File: src/hw/rtl/pps_pkg.sv
`default_nettype none

package pps_pkg;

  // Sizes of the stores and of the power tables
  localparam int POOL_DEPTH      = 64;
  localparam int CONFIG_SLOTS    = 8;
  localparam int POW_TABLE_DEPTH = 256;

  localparam int PIDX_W = (POOL_DEPTH > 1) ? $clog2(POOL_DEPTH) : 1;
  localparam int CNT_W  = $clog2(POOL_DEPTH + 1);
  localparam int SIDX_W = (CONFIG_SLOTS > 1) ? $clog2(CONFIG_SLOTS) : 1;
  localparam int TCNT_W = $clog2(CONFIG_SLOTS + 1);
  localparam int TIDX_W = $clog2(POW_TABLE_DEPTH + 1);
  localparam int TAB_W  = 18;

  typedef enum logic [1:0] {
    ACT_CONFIG = 2'd0,
    ACT_SPAWN  = 2'd1,
    ACT_TICK   = 2'd2,
    ACT_CLEAR  = 2'd3
  } action_t;

  // Datapath commands issued by the controller
  typedef enum logic [4:0] {
    C_NONE, C_LATCH, C_EXEC,
    C_T_RD, C_T_EVAL, C_T_MOVE,
    C_P_G, C_P_LA, C_P_LM, C_P_LR, C_P_QM, C_P_QR, C_P_EA, C_P_EM, C_P_ER,
    C_P_VX, C_P_VY, C_P_PX, C_P_PY, C_P_PW,
    C_O_RD, C_O_LD, C_O_EMPTY
  } cmd_t;

  typedef struct packed {
    logic more;    // scan index below pool count
    logic dead;    // particle just read has run out of life
    logic empty;   // pool holds no particle
    logic k_last;  // report index is the last particle
  } dp_status_t;

  typedef struct packed {
    logic signed [31:0] px;
    logic signed [31:0] py;
    logic signed [31:0] vx;
    logic signed [31:0] vy;
    logic [30:0]        life;
    logic [2:0]         slot;
  } part_t;

  typedef logic [TAB_W-1:0] tab_t [POW_TABLE_DEPTH+1];

  // Fractional log2 of a Q16 mantissa in [1,2], by repeated squaring
  function automatic logic [16:0] log2_frac(input logic [17:0] x);
    logic [63:0] y;
    logic [16:0] r;
    y = 64'(x);
    r = '0;
    if (x >= 18'd131072) return 17'd65536;
    if (x < 18'd65536) return '0;
    for (int i = 1; i <= 16; i++) begin
      y = (y * y) >> 16;
      if (y >= 64'd131072) begin
        y = y >> 1;
        r[16-i] = 1'b1;
      end
    end
    return r;
  endfunction

  function automatic tab_t build_log_tab();
    tab_t        t;
    logic [17:0] frac;
    for (int k = 0; k <= POW_TABLE_DEPTH; k++) begin
      frac = 18'((longint'(k) * 65536) / POW_TABLE_DEPTH);
      t[k] = TAB_W'(log2_frac(18'd65536 + frac));
    end
    return t;
  endfunction

  // Smallest mantissa whose log2 fraction reaches each table point
  function automatic tab_t build_exp_tab();
    tab_t        t;
    logic [16:0] frac;
    logic [17:0] lo;
    logic [17:0] hi;
    logic [17:0] mid;
    for (int k = 0; k <= POW_TABLE_DEPTH; k++) begin
      frac = 17'((longint'(k) * 65536) / POW_TABLE_DEPTH);
      lo = 18'd65536;
      hi = 18'd131072;
      while (lo < hi) begin
        mid = 18'((19'(lo) + 19'(hi)) >> 1);
        if (log2_frac(mid) >= frac) hi = mid;
        else lo = mid + 18'd1;
      end
      t[k] = TAB_W'(lo);
    end
    return t;
  endfunction

  localparam tab_t LOG_TAB = build_log_tab();
  localparam tab_t EXP_TAB = build_exp_tab();

endpackage

`default_nettype wire

File: src/hw/rtl/pps_ctrl.sv
`default_nettype none

module pps_ctrl (
  input  logic                clk,
  input  logic                rst,
  input  logic                item_valid,
  output logic                item_ready,
  input  logic [1:0]          action,
  output logic                res_valid,
  input  logic                res_ready,
  input  pps_pkg::dp_status_t status,
  output pps_pkg::cmd_t       cmd
);
  import pps_pkg::*;

  typedef enum logic [21:0] {
    ST_IDLE    = 22'h000001,
    ST_EXEC    = 22'h000002,
    ST_T_RD    = 22'h000004,
    ST_T_EVAL  = 22'h000008,
    ST_T_MOVE  = 22'h000010,
    ST_P_G     = 22'h000020,
    ST_P_LA    = 22'h000040,
    ST_P_LM    = 22'h000080,
    ST_P_LR    = 22'h000100,
    ST_P_QM    = 22'h000200,
    ST_P_QR    = 22'h000400,
    ST_P_EA    = 22'h000800,
    ST_P_EM    = 22'h001000,
    ST_P_ER    = 22'h002000,
    ST_P_VX    = 22'h004000,
    ST_P_VY    = 22'h008000,
    ST_P_PX    = 22'h010000,
    ST_P_PY    = 22'h020000,
    ST_P_PW    = 22'h040000,
    ST_O_RD    = 22'h080000,
    ST_O_LD    = 22'h100000,
    ST_O_EMPTY = 22'h200000
  } state_t;

  state_t state;
  state_t state_next;
  logic   res_valid_next;
  logic   out_free;
  logic   load;

  assign out_free = !res_valid || res_ready;

  // Sequence the actions
  always_comb begin
    state_next = state;
    cmd        = C_NONE;
    item_ready = 1'b0;
    unique case (state)
      ST_IDLE: begin
        item_ready = 1'b1;
        if (item_valid) begin
          cmd        = C_LATCH;
          state_next = (action == ACT_TICK) ? ST_T_RD : ST_EXEC;
        end
      end
      ST_EXEC: begin
        if (out_free) begin
          cmd        = C_EXEC;
          state_next = ST_IDLE;
        end
      end
      ST_T_RD: begin
        cmd        = C_T_RD;
        state_next = status.more ? ST_T_EVAL : ST_O_RD;
      end
      ST_T_EVAL: begin
        cmd        = C_T_EVAL;
        state_next = status.dead ? ST_T_MOVE : ST_P_G;
      end
      ST_T_MOVE: begin cmd = C_T_MOVE; state_next = ST_T_RD;  end
      ST_P_G:    begin cmd = C_P_G;    state_next = ST_P_LA;  end
      ST_P_LA:   begin cmd = C_P_LA;   state_next = ST_P_LM;  end
      ST_P_LM:   begin cmd = C_P_LM;   state_next = ST_P_LR;  end
      ST_P_LR:   begin cmd = C_P_LR;   state_next = ST_P_QM;  end
      ST_P_QM:   begin cmd = C_P_QM;   state_next = ST_P_QR;  end
      ST_P_QR:   begin cmd = C_P_QR;   state_next = ST_P_EA;  end
      ST_P_EA:   begin cmd = C_P_EA;   state_next = ST_P_EM;  end
      ST_P_EM:   begin cmd = C_P_EM;   state_next = ST_P_ER;  end
      ST_P_ER:   begin cmd = C_P_ER;   state_next = ST_P_VX;  end
      ST_P_VX:   begin cmd = C_P_VX;   state_next = ST_P_VY;  end
      ST_P_VY:   begin cmd = C_P_VY;   state_next = ST_P_PX;  end
      ST_P_PX:   begin cmd = C_P_PX;   state_next = ST_P_PY;  end
      ST_P_PY:   begin cmd = C_P_PY;   state_next = ST_P_PW;  end
      ST_P_PW:   begin cmd = C_P_PW;   state_next = ST_T_RD;  end
      ST_O_RD: begin
        cmd        = C_O_RD;
        state_next = status.empty ? ST_O_EMPTY : ST_O_LD;
      end
      ST_O_LD: begin
        if (out_free) begin
          cmd        = C_O_LD;
          state_next = status.k_last ? ST_IDLE : ST_O_RD;
        end else begin
          cmd = C_O_RD;
        end
      end
      ST_O_EMPTY: begin
        if (out_free) begin
          cmd        = C_O_EMPTY;
          state_next = ST_IDLE;
        end
      end
      default: state_next = ST_IDLE;
    endcase
  end

  // Hold a result until it is taken
  assign load = (cmd == C_EXEC) || (cmd == C_O_LD) || (cmd == C_O_EMPTY);
  assign res_valid_next = load || (res_valid && !res_ready);

  always_ff @(posedge clk) begin
    if (rst) begin
      state     <= ST_IDLE;
      res_valid <= 1'b0;
    end else begin
      state     <= state_next;
      res_valid <= res_valid_next;
    end
  end

endmodule

`default_nettype wire

File: config.mk
export PLATFORM = sky130hd
export DESIGN_NAME = pps_ctrl
export DESIGN_NICKNAME = d
export VERILOG_FILES = /design/src/hw/rtl/pps_pkg.sv /design/src/hw/rtl/pps_ctrl.sv
export SDC_FILE = /design/constraint.sdc
export NUM_CORES = 1
export LEC_CHECK = 0
export ABC_AREA = 1
export BUFFER_PORTS_ARGS = -buffer_cell sky130_fd_sc_hd__buf_2
export CORE_UTILIZATION = 35
export CTS_BUF_LIST = sky130_fd_sc_hd__clkbuf_2 sky130_fd_sc_hd__clkbuf_4 sky130_fd_sc_hd__clkbuf_8
export CTS_CLUSTER_DIAMETER = 200
export DETAILED_ROUTE_END_ITERATION = 12
export GPL_TIMING_DRIVEN = 0
export PLACE_DENSITY = 0.55
export SLEW_MARGIN = 40
export SYNTH_ARGS = -nofsm -noshare
export SYNTH_HDL_FRONTEND = slang
export SYNTH_SLANG_ARGS = --single-unit
File: constraint.sdc
create_clock -name clk -period 2.4 [get_ports clk]
set_clock_uncertainty 0.05 [all_clocks]
set_input_delay 0.24 -clock clk [delete_from_list [all_inputs] [get_ports clk]]
set_output_delay 0.24 -clock clk [all_outputs]
set_load 0.005 [all_outputs]
### Word-level counts from Yosys, hierarchy flattened

Index checks and enable logic that the tools add are counted.

* $add $sub $neg: 0
* $mul: 0
* div/mod/pow operators: 0
* $lt $le $gt $ge: 0
* eq/ne operators: 29
* shift operators: 0
* multiplexer cells: 15
* bitwise operators: 0
* reduce and logical (&&, ||, !) cells: 10

Operator list (number)
* $pmux W22 S20: 1
* $pmux W5 S22: 1
* $mux W22: 4
* $mux W20: 2
* $eq A22 B1 Y1 const B: 1
* $eq A22 B10 Y1 const B: 1
* $eq A22 B11 Y1 const B: 1
* $eq A22 B12 Y1 const B: 1
* $eq A22 B13 Y1 const B: 1
* $eq A22 B14 Y1 const B: 1
* $eq A22 B15 Y1 const B: 1
* $eq A22 B16 Y1 const B: 1
* $eq A22 B17 Y1 const B: 1
* $eq A22 B18 Y1 const B: 1
* $eq A22 B19 Y1 const B: 1
* $eq A22 B2 Y1 const B: 1
* $eq A22 B20 Y1 const B: 1
* $eq A22 B21 Y1 const B: 1
* $eq A22 B22 Y1 const B: 1
* $eq A22 B3 Y1 const B: 1
* $eq A22 B4 Y1 const B: 1
* $eq A22 B5 Y1 const B: 1
* $eq A22 B6 Y1 const B: 1
* $eq A22 B7 Y1 const B: 1
* other kinds (17): 26

* flip-flop bits (word level): 23
* latch bits: 0
* RAM bits: 0
* ROM bits: 0
* bits of input ports: 10
* output and inout port bits: 7
* word-level logic and storage cells: 56
* memories: 0

### Logic depth before layout (Yosys ltp)

Gate-level depths: netlist of the first run.

* depth after elaboration: 8
* depth in mapped cells: 14
* mapped depth without buffers: 13

### Worst setup path after synthesis of the first run

Ideal clock, no wire load.

* path kind: register to register
* start point: register state[14]
* end point: register state[10]
* library setup time: 0.111 ns
* arrival: 1.472 ns
* data required time: 2.239 ns
* path slack: 0.767 ns
* stages on the path, launching flop included: 15
* path buffers: 2
* period minus slack after synthesis: 1.633 ns
* cells stage by stage: dfxtp_1 -> nor2_4 -> nand2_2 -> nor2_8 -> buf_12 -> nand2_8 -> inv_4 -> nand2_2 -> nand3_2 -> nand2_2 -> nand2_4 -> inv_4 -> buf_8 -> nand4_1 -> inv_1

* cells in the longest elaborated chain, start to end: 4
* elaborated cells on any way between the ends: 29
* those cells by class: 25 x eq/ne; 1 x mux; 3 x reduce/logical

RTL lines
* start: declaration: line pps_ctrl.sv:41 `state_t state;`
* start signal: assignment: line pps_ctrl.sv:122 `state <= state_next;`
* $eq A22 B22 Y1 / $eq A22 B2 Y1 (equally long branches): line pps_ctrl.sv:54 `unique case (state)`
* $reduce_or A2 Y1 (no source line)
* $ne A2 B1 Y1 (no source line)
* $reduce_and A3 Y1 (no source line)

Parallel ways exist; a longest one is shown, timed or not.
A chain may end at the register's enable or synchronous reset.

### Final worst setup path of the first run

* start point: register state[14]
* end point: output port cmd[2]

* cells in the longest elaborated chain, start to end: 2
* elaborated cells on any way between the ends: 23
* those cells by class: 22 x eq/ne; 1 x mux

RTL lines
* $eq A22 B22 Y1, or another cell as far along: line pps_ctrl.sv:54
* $pmux W5 S22 (*): line pps_ctrl.sv:54
* end: declaration: line pps_ctrl.sv:12 `output pps_pkg::cmd_t cmd`

Mark *: on every way between the ends. The rest lies on a longest branch, timed or not.

==> results of run 1 <==
[metal layers]
layer,global-route usage [%],wire (um)
met1,23.95,1886
met2,26.27,1844
met3,1.944,184
met4,6.754,90
met5,0,0
[power by group through the flow]
stage / logic [mW] / registers, mW / clock network, mW
6_report: 0.160 / 0.393 / 0.267
5_1_grt: 0.178 / 0.393 / 0.292
3_3_place_gp: 0.158 / 0.401 / 0
2_1_floorplan: 0.119 / 0.401 / 0
3_5_place_dp: 0.158 / 0.402 / 0
4_1_cts: 0.161 / 0.393 / 0.276
[cell usage after synthesis (2+ instances only)]
cell / n
a21oi_1: 5
a31oi_1: 2
dfxtp_1: 23
inv_1: 39
inv_2: 11
inv_4: 2
nand2_1: 30
nand2_2: 7
nand2_4: 5
nand3_1: 19
nand3_2: 11
nand4_1: 10
nor2_1: 41
nor2_2: 8
nor2_4: 6
nor2_8: 4
nor3_1: 7
nor4_1: 2
o2111ai_1: 3
o21ai_0: 4
[registers in the layout (all words and copies together) (netlist names)]
signal / flops
state: 22
res_valid: 1
[cells by family (layout without fill, tap and decap cells)]
kind of cell | Yosys count | in the layout | share of synthesized area, %
buffers and inverters | 56 | 75 | 14.08
and+or+nand+nor | 154 | 154 | 53.56
DFF | 23 | 23 | 26.71
AOI/OAI and AO/OA | 16 | 16 | 5.661
[metrics by stage]
stage	area, um^2	hold WS (ns)
2_1_floorplan	1724	0.2673
3_3_place_gp	1883	0.3805
3_5_place_dp	1883	0.3749
4_1_cts	1932	0.08005
5_1_grt	1932	0.1031
6_report	1932	0.09216
[path summary, 6_finish.rpt]
kind               end  slack [ns]
max             cmd[2]        0.15
min           state[5]        0.09
max reg2reg   state[0]        0.52
min reg2reg  state[21]        0.45
[layout make-up]
class                      count  area [um^2]  share of cell area [%]
inverter                      52        200.2                   10.36
clock buffer                   4        48.80                   2.526
sequential                    23        460.4                   23.83
multi-input combinational    170         1021                   52.85
buffer                         4        42.54                   2.202
tap                           67        83.83                   4.339
timing repair buffer          15        75.07                   3.886
==> summary.txt, run 1 <==
Layout
  – Fill cell count: 502
  – P&R area growth vs syn: 12.05%
  – Layout Nets: 279
  – Most frequent cells in the layout: 41 x nor2_1, 39 x inv_1, 30 x nand2_1
  – Antenna cells: 0
  – Post-Route Utilization: 40.90%
  – Commonest non-fill, non-tap cell in the layout: nor2_1
  – Layout cell share with drive strength beyond 1: 29.10%
  – Non-Filler Instances: 335

Power
  – Sw Ratio: 30.37%
  – Internal: 570.6 uW
  – Final Power: 819.5 uW
  – Clock share of power: 32.5%
  – Gate power share: 19.5%
  – Cell Pwr Density: 424.2 nW/um^2
  – Switching Power: 248.9 uW
  – Leakage power: 0.9961 nW
  – VDD IR-drop max: 172.4 uV
  – Sequential share of power: 47.9%

Critical path
  – Top delay family on crit path: simple AND/OR/NAND/NOR gates
  – Biggest cell delay along the critical path: 0.40 ns
  – Required time of the worst setup path: 2.11 ns
  – Crit-path max FO: 10
  – Crit path depth: 9
  – Critical Path End Type: output pin
  – Worst-path cell with the longest stage delay: dfxtp_1
  – Reg-to-Reg Start: state[8]
  – CP Buf/Inv Count: 3
  – Critical Path Start Type: flop
  – Worst Path Arrival: 1.96 ns
  – Crit path from: state[14]
  – Reg2Reg Depth: 13
  – Critical path, cell by cell: nor2_4, nand2_2, nor2_8, buf_12, nand3_1, inv_1, nor4_1, nand4_1, buf_2
  – Critical path type: flop to output pin

Timing
  – Slew headroom: 56.15%
  – Final worst-path setup slack: 0.1512 ns
  – Final setup viols: 0
  – RSZ-0062 raised after global routing: false
  – Final hold viol count: 0
  – Setup TNS: 0 ns
  – Period utilisation layout: 93.70%
  – Max Freq: 444.7 MHz
  – Tmin final: 2.249 ns
  – Worst-margin pin slew: 0.6578 ns
  – Final-report max-slew violation count: 0

Synthesis
  – Syn Inst Count: 249
  – Synth area leader: dfxtp_1
  – EDFF count, synth: 0
  – Largest cells by area after synthesis: dfxtp_1 27%, nor2_1 8.9%, inv_1 8.5%
  – Synth top area share: 26.71%
  – Synth Area per Inst: 6.924 um^2
  – Synthesized area: 1724 um^2
  – Ys Warns: 0
  – Seq/Total Area, Yosys: 26.71%
  – Synthesized Nets: 259
  – Number of synthesized register bits: 23
  – Fraction of registers with async set/reset: 0%
  – Top_reg_cell synth: dfxtp_1
  – Post-synth cell types: 30

Die
  – Die W: 72.19 um
  – CORE AREA: 4723 um^2
  – DIE AREA: 5211 um^2
  – Initial Utilization: 36.50%
  – Die height: 72.19 um
  – Ports: 17
  – FP Rows: 25

Placement
  – Placed cells: 331
  – Port Buffers: 15
  – Placer Congestion: 0.8709
  – DP Worst Slack: 0.4694 ns
  – Hpwl dp: 3.213 mm

Detailed routing
  – Vias per std cell: 4.734
  – Initial DRC count: 49
  – Average wire per standard cell: 11.96 um
  – Residual DRC: 0
  – DR vias: 1586
  – Post-route ant nets: 0
  – Final wirelength: 4.005 mm
  – Drt pass-1 iters: 4

CTS
  – Post-CTS Hold Buffers: 0
  – H-tree Lvls: 1
  – Clk root buf: clkbuf_8
  – CTS tree: built
  – Post-CTS Resized: 0
  – Max clock buf depth: 2
  – Clock Latency Late Sink: 0.27 ns
  – Post-CTS Setup Repair Bufs: 0
  – CTS Buf Count: 3
  – Clock Pin Slew Worst Setup and Hold Paths: 0.09 ns
  – Clock Sink Count: 23

Global routing
  – Global-route wire length before repair: 6.831 mm
  – Largest net degree at the start of global routing: 13
  – Grt total ovfl: 0
  – Initial antenna violation count: 0
  – Total global-route track usage: 16.95%
  – Number of global-route vias before repair: 1477

Hold path
  – Hold wc startpoint: status[2]
  – Hold Crit Depth: 2
  – Worst min path class: input port to flop

Job
  – Max-cap violation count: 0

Outcome
  – Outcome: completed
No activity file was read; power rests on OpenSTA's default activity.
==> inputs of run 2 (changes only) <==
--- a/config.mk
+++ b/config.mk
@@ -7,12 +7,12 @@
 export LEC_CHECK = 0
 export ABC_AREA = 1
 export BUFFER_PORTS_ARGS = -buffer_cell sky130_fd_sc_hd__buf_2
-export CORE_UTILIZATION = 35
+export CORE_UTILIZATION = 61
 export CTS_BUF_LIST = sky130_fd_sc_hd__clkbuf_2 sky130_fd_sc_hd__clkbuf_4 sky130_fd_sc_hd__clkbuf_8
 export CTS_CLUSTER_DIAMETER = 200
 export DETAILED_ROUTE_END_ITERATION = 12
 export GPL_TIMING_DRIVEN = 0
-export PLACE_DENSITY = 0.55
+export PLACE_DENSITY = 0.85
 export SLEW_MARGIN = 40
 export SYNTH_ARGS = -nofsm -noshare
 export SYNTH_HDL_FRONTEND = slang
==> summary.txt, run 2 (synthesized netlist as in run 1, its figures left out) <==
Outcome
  – Outcome: completed

CTS
  – Clock Pin Slew Worst Setup and Hold Paths: 0.13 ns
  – CTS tree: built
  – Max clock buf depth: 2
  – H-tree Lvls: 1
  – CTS Buf Count: 3
  – Clock Latency Late Sink: 0.31 ns
  – Clk root buf: clkbuf_4
  – Post-CTS Hold Buffers: 0
  – Clock Sink Count: 23
  – Post-CTS Resized: 0
  – Post-CTS Setup Repair Bufs: 0

Detailed routing
  – Initial DRC count: 88
  – Final wirelength: 3.578 mm
  – Vias per std cell: 5.470
  – Post-route ant nets: 0
  – Average wire per standard cell: 12.01 um
  – Drt pass-1 iters: 4
  – DR vias: 1630
  – Residual DRC: 0

Global routing
  – Global-route wire length before repair: 5.954 mm
  – Total global-route track usage: 27.40%
  – Number of global-route vias before repair: 1404
  – Met2 usage: 44.58%
  – Gr busiest metal: met2
  – Initial antenna violation count: 0
  – Met3 Use GR: 5.191%
  – GR Util met1: 36.57%
  – Grt total ovfl: 0
  – Largest net degree at the start of global routing: 13

Critical path
  – Critical Path End Type: output pin
  – Crit path to: cmd[3]
  – Critical path type: flop to output pin
  – Critical Path Start Type: flop
  – Worst Path Arrival: 1.90 ns
  – R2r setup slk: 0.49 ns
  – Reg-to-reg endpoint: state[0]
  – Crit-path max FO: 8
  – Reg-to-Reg Start: state[8]
  – Reg2Reg Depth: 13
  – Required time of the worst setup path: 2.11 ns
  – Crit path from: state[20]

Layout
  – Antenna cells: 0
  – Largest reg by FF count: state
  – Max FFs per register: 22
  – P&R area growth vs syn: 9.289%
  – Fill cell count: 222
  – Non-Filler Instances: 298
  – Commonest non-fill, non-tap cell in the layout: nor2_1
  – Largest regs: state: 22 flops, res_valid: 1 flops
  – Layout cell share with drive strength beyond 1: 30.22%
  – Layout Nets: 279
  – Most frequent cells in the layout: 41 x nor2_1, 39 x inv_1, 30 x nand2_1

Die
  – Ports: 17
  – DIE AREA: 3043 um^2
  – Initial Utilization: 67.15%
  – CORE AREA: 2567 um^2
  – Die W: 55.17 um
  – FP Rows: 18
  – Die height: 55.17 um

Job
  – Max-cap violation count: 0

Placement
  – Hpwl dp: 2.908 mm
  – Placer Congestion: 0.9429
  – Placed cells: 294
  – Port Buffers: 15

Timing
  – Slew headroom: 56.01%
  – Final hold viol count: 0
  – Worst-margin pin slew: 0.6598 ns
  – Setup TNS: 0 ns
  – Tmin final: 2.190 ns
  – Period utilisation layout: 91.23%
  – Final setup viols: 0
  – Max Freq: 456.7 MHz
  – Final-report max-slew violation count: 0
  – RSZ-0062 raised after global routing: false

Power
  – Leakage power: 0.9968 nW
  – VDD IR-drop max: 339.8 uV
  – Cell Pwr Density: 395.6 nW/um^2

Hold path
  – Worst min path class: input port to flop
## run 2: per-stage QoR
stage / utilization, % / hold WS (ns) / power [mW] / area, um^2 / setup slack [ns]
after floorplan: - / 0.2673 / 0.5197 / 1724 / 0.7669
after global placement: 71.54 / 0.3797 / 0.5553 / 1837 / 0.5374
after detailed placement: 71.54 / 0.3787 / 0.5577 / 1837 / 0.4921
after CTS: 72.71 / 0.04932 / 0.7463 / 1867 / 0.1235
after global routing: 73.39 / 0.05341 / 0.7827 / 1884 / 0.03146
final: 73.39 / 0.04979 / 0.7455 / 1884 / 0.2104
## run 2: metal layers
metal  part of all wire (%)  vias up  wire, um
met1                     48      722      1701
met4                    2.0        0        72
met3                    6.0       15       213
li1                       -      828         -
met2                     44       65      1591
met5                      0        -         0
## run 2: cell type report
cell class	count	area [um^2]	share of cell area, %
flip-flops and latches	23	462.9	24.57
well taps	30	37.54	1.992
multi-input cells	170	1036	54.98
repair buffers	15	75.07	3.984
plain buffers	4	42.54	2.258
inverters	52	200.2	10.62
clock buffers	4	30.03	1.594
## run 2: how the worst min path moves through the flow
stage | cells past startpoint | startpoint | to
floorplan | 1 | status[2] | state[5]
global placement | 2 | status[2] | state[5]
detailed placement | 2 | status[2] | state[5]
CTS | 2 | status[2] | state[5]
global route | 2 | status[2] | state[5]
finish | 2 | status[2] | state[5]
## run 2: critical path, cell delays in order (launching register included)
cell and delay [ns]:
dfxtp_1 0.35, nor2_2 0.20, inv_2 0.10, nor2_8 0.24
nand3_2 0.16, inv_1 0.09, o21ai_0 0.15, o2111ai_1 0.15
buf_2 0.14
## run 2: where the power goes
part           leakage (nW)  internal, mW  switching (mW)
registers             0.187         0.387         0.00570
logic                 0.792        0.0536           0.106
clock network        0.0184        0.0761           0.117
total                 0.997         0.517           0.229
==> inputs of run 3 (changes only) <==
==> constraint.sdc (replaced) <==
create_clock -name clk -period 2.17 [get_ports clk]
set_clock_uncertainty 0.05 [all_clocks]
set_input_delay 0.217 -clock clk [delete_from_list [all_inputs] [get_ports clk]]
set_output_delay 0.217 -clock clk [all_outputs]
set_load 0.005 [all_outputs]
==> summary.txt, run 3 (synthesized netlist as in run 1, its figures left out) <==
Timing
  – Max Freq: 466.4 MHz
  – Period utilisation layout: 98.81%
  – Final-report max-slew violation count: 0
  – RSZ-0062 raised after global routing: true
  – Tmin final: 2.144 ns
  – Slew headroom: 56.25%
  – Setup TNS: 0 ns
  – Final setup viols: 0
  – Final hold viol count: 0
  – Worst-margin pin slew: 0.6563 ns

CTS
  – H-tree Lvls: 1
  – Max clock buf depth: 2
  – Clock Pin Slew Worst Setup and Hold Paths: 0.13 ns
  – Clock Latency Late Sink: 0.31 ns
  – Clock Sink Count: 23
  – CTS tree: built
  – CTS Buf Count: 3
  – Clk root buf: clkbuf_4

Global routing
  – Grt total ovfl: 0
  – Number of global-route vias before repair: 1387
  – Global-route wire length before repair: 5.961 mm
  – Total global-route track usage: 27.46%
  – Initial antenna violation count: 0
  – Largest net degree at the start of global routing: 13

Die
  – Ports: 17
  – Die height: 55.17 um
  – DIE AREA: 3043 um^2
  – Initial Utilization: 67.15%
  – Die W: 55.17 um
  – FP Rows: 18
  – CORE AREA: 2567 um^2

Detailed routing
  – Residual DRC: 0
  – Drt pass-1 iters: 4
  – Initial DRC count: 104
  – DR vias: 1719
  – Average wire per standard cell: 13.28 um
  – Final wirelength: 4.038 mm
  – Post-route ant nets: 0
  – Vias per std cell: 5.655

Job
  – Max-cap violation count: 0

Hold path
  – Worst min path class: input port to flop
  – Hold Crit Depth: 2

Layout
  – Layout Nets: 285
  – Largest regs: state: 22 flops, res_valid: 1 flops
  – Layout cell share with drive strength beyond 1: 43.43%
  – P&R area growth vs syn: 19.30%
  – Fill cell count: 183
  – Max FFs per register: 22
  – Commonest non-fill, non-tap cell in the layout: inv_1
  – Final non-filler cell area: 2057 um^2
  – Most frequent cells in the layout: 38 x inv_1, 32 x nor2_1, 29 x nand2_1
  – Largest reg by FF count: state
  – Antenna cells: 0

Placement
  – Placer Congestion: 0.9429
  – Hpwl dp: 2.908 mm
  – DP Area: 1837 um^2
  – Port Buffers: 15

Critical path
  – Critical Path Start Type: flop
  – Reg2Reg Depth: 12
  – Worst Path Arrival: 1.88 ns
  – Critical Path End Type: output pin
  – Worst-path cell with the longest stage delay: dfxtp_2
  – CP Buf/Inv Count: 2
  – Critical path type: flop to output pin
  – Critical path, cell by cell: nor2_4, nand2_4, nor2_8, buf_12, nand3_1, o211ai_1, nor3_2, o2111ai_1, buf_2
  – Crit-path max FO: 10
  – Top delay family on crit path: simple AND/OR/NAND/NOR gates
  – Biggest cell delay along the critical path: 0.36 ns
  – Crit path depth: 9
  – Required time of the worst setup path: 1.90 ns

Power
  – Cell Pwr Density: 411.5 nW/um^2
  – Leakage power: 1.042 nW
  – VDD IR-drop max: 483.2 uV

Outcome
  – Outcome: completed
run 3: cell types whose count changed in the layout (fill, tap and decap cells not counted), sizes merged:
cell / delta
buf: +6
run 3: what timing repair did:
item / CTS / global route
resized for setup: 3 / 46
setup buffers: 0 / 6
endpoints found under the setup margin: 1 / 5
pin swaps: 0 / 7
hold buffers: 0 / 0
run 3: metrics by stage:
step	utilization [%]	power, mW	worst slack (ns)	std cells	hold WS, ns
5_1_grt	80.12	0.8851	-0.08526	304	0.02373
2_1_floorplan	-	0.5748	0.5369	249	0.2443
3_5_place_dp	71.54	0.6169	0.2851	294	0.3557
6_report	80.12	0.8464	0.02573	304	0.02245
3_3_place_gp	71.54	0.6142	0.3304	294	0.3567
4_1_cts	73.05	0.8254	0.003297	298	0.02632
run 3: per-layer routing:
layer  share of wire [%]  up-vias  track usage [%]  routed length (um)
met4                 2.8        0            7.083                 112
met3                 7.6       18            4.372                 306
met2                  46       75            45.18                1862
met5                   0        -                0                   0
li1                    -      842                -                   -
met1                  43      784            37.07                1756
run 3: path summary, 6_finish.rpt:
check	startpoint	end	slack (ns)
worst max-delay path	state[9]	cmd[0]	0.03
worst max register to register	state[18]	state[10]	0.31
worst min-delay path	status[2]	state[5]	0.02
worst min register to register	state[1]	state[1]	0.45
run 3: worst reg2reg max path: cells and delay by family, from the launching register on:
| family | cells | cell delay [ns] |
|---|---|---|
| flip-flops | 1 | 0.35 |
| buffers and inverters | 5 | 0.53 |
| AND/OR/NAND/NOR | 7 | 0.85 |
run 3: where the power goes:
group / switching [mW] / total, mW / internal (mW) / leakage, nW
Sequential: 0.00686 / 0.436 / 0.429 / 0.195
Clock: 0.129 / 0.213 / 0.0843 / 0.0184
Combinational: 0.129 / 0.197 / 0.0685 / 0.829
Total: 0.265 / 0.846 / 0.582 / 1.04
run 3: layout make-up:
class	count	area, um^2	share of cell area, %
buffer	4	42.54	2.068
clock buffer	4	30.03	1.460
inverter	52	200.2	9.732
multi-input combinational	170	1142	55.54
sequential	23	484.2	23.54
tap	30	37.54	1.825
timing repair buffer	21	120.1	5.839
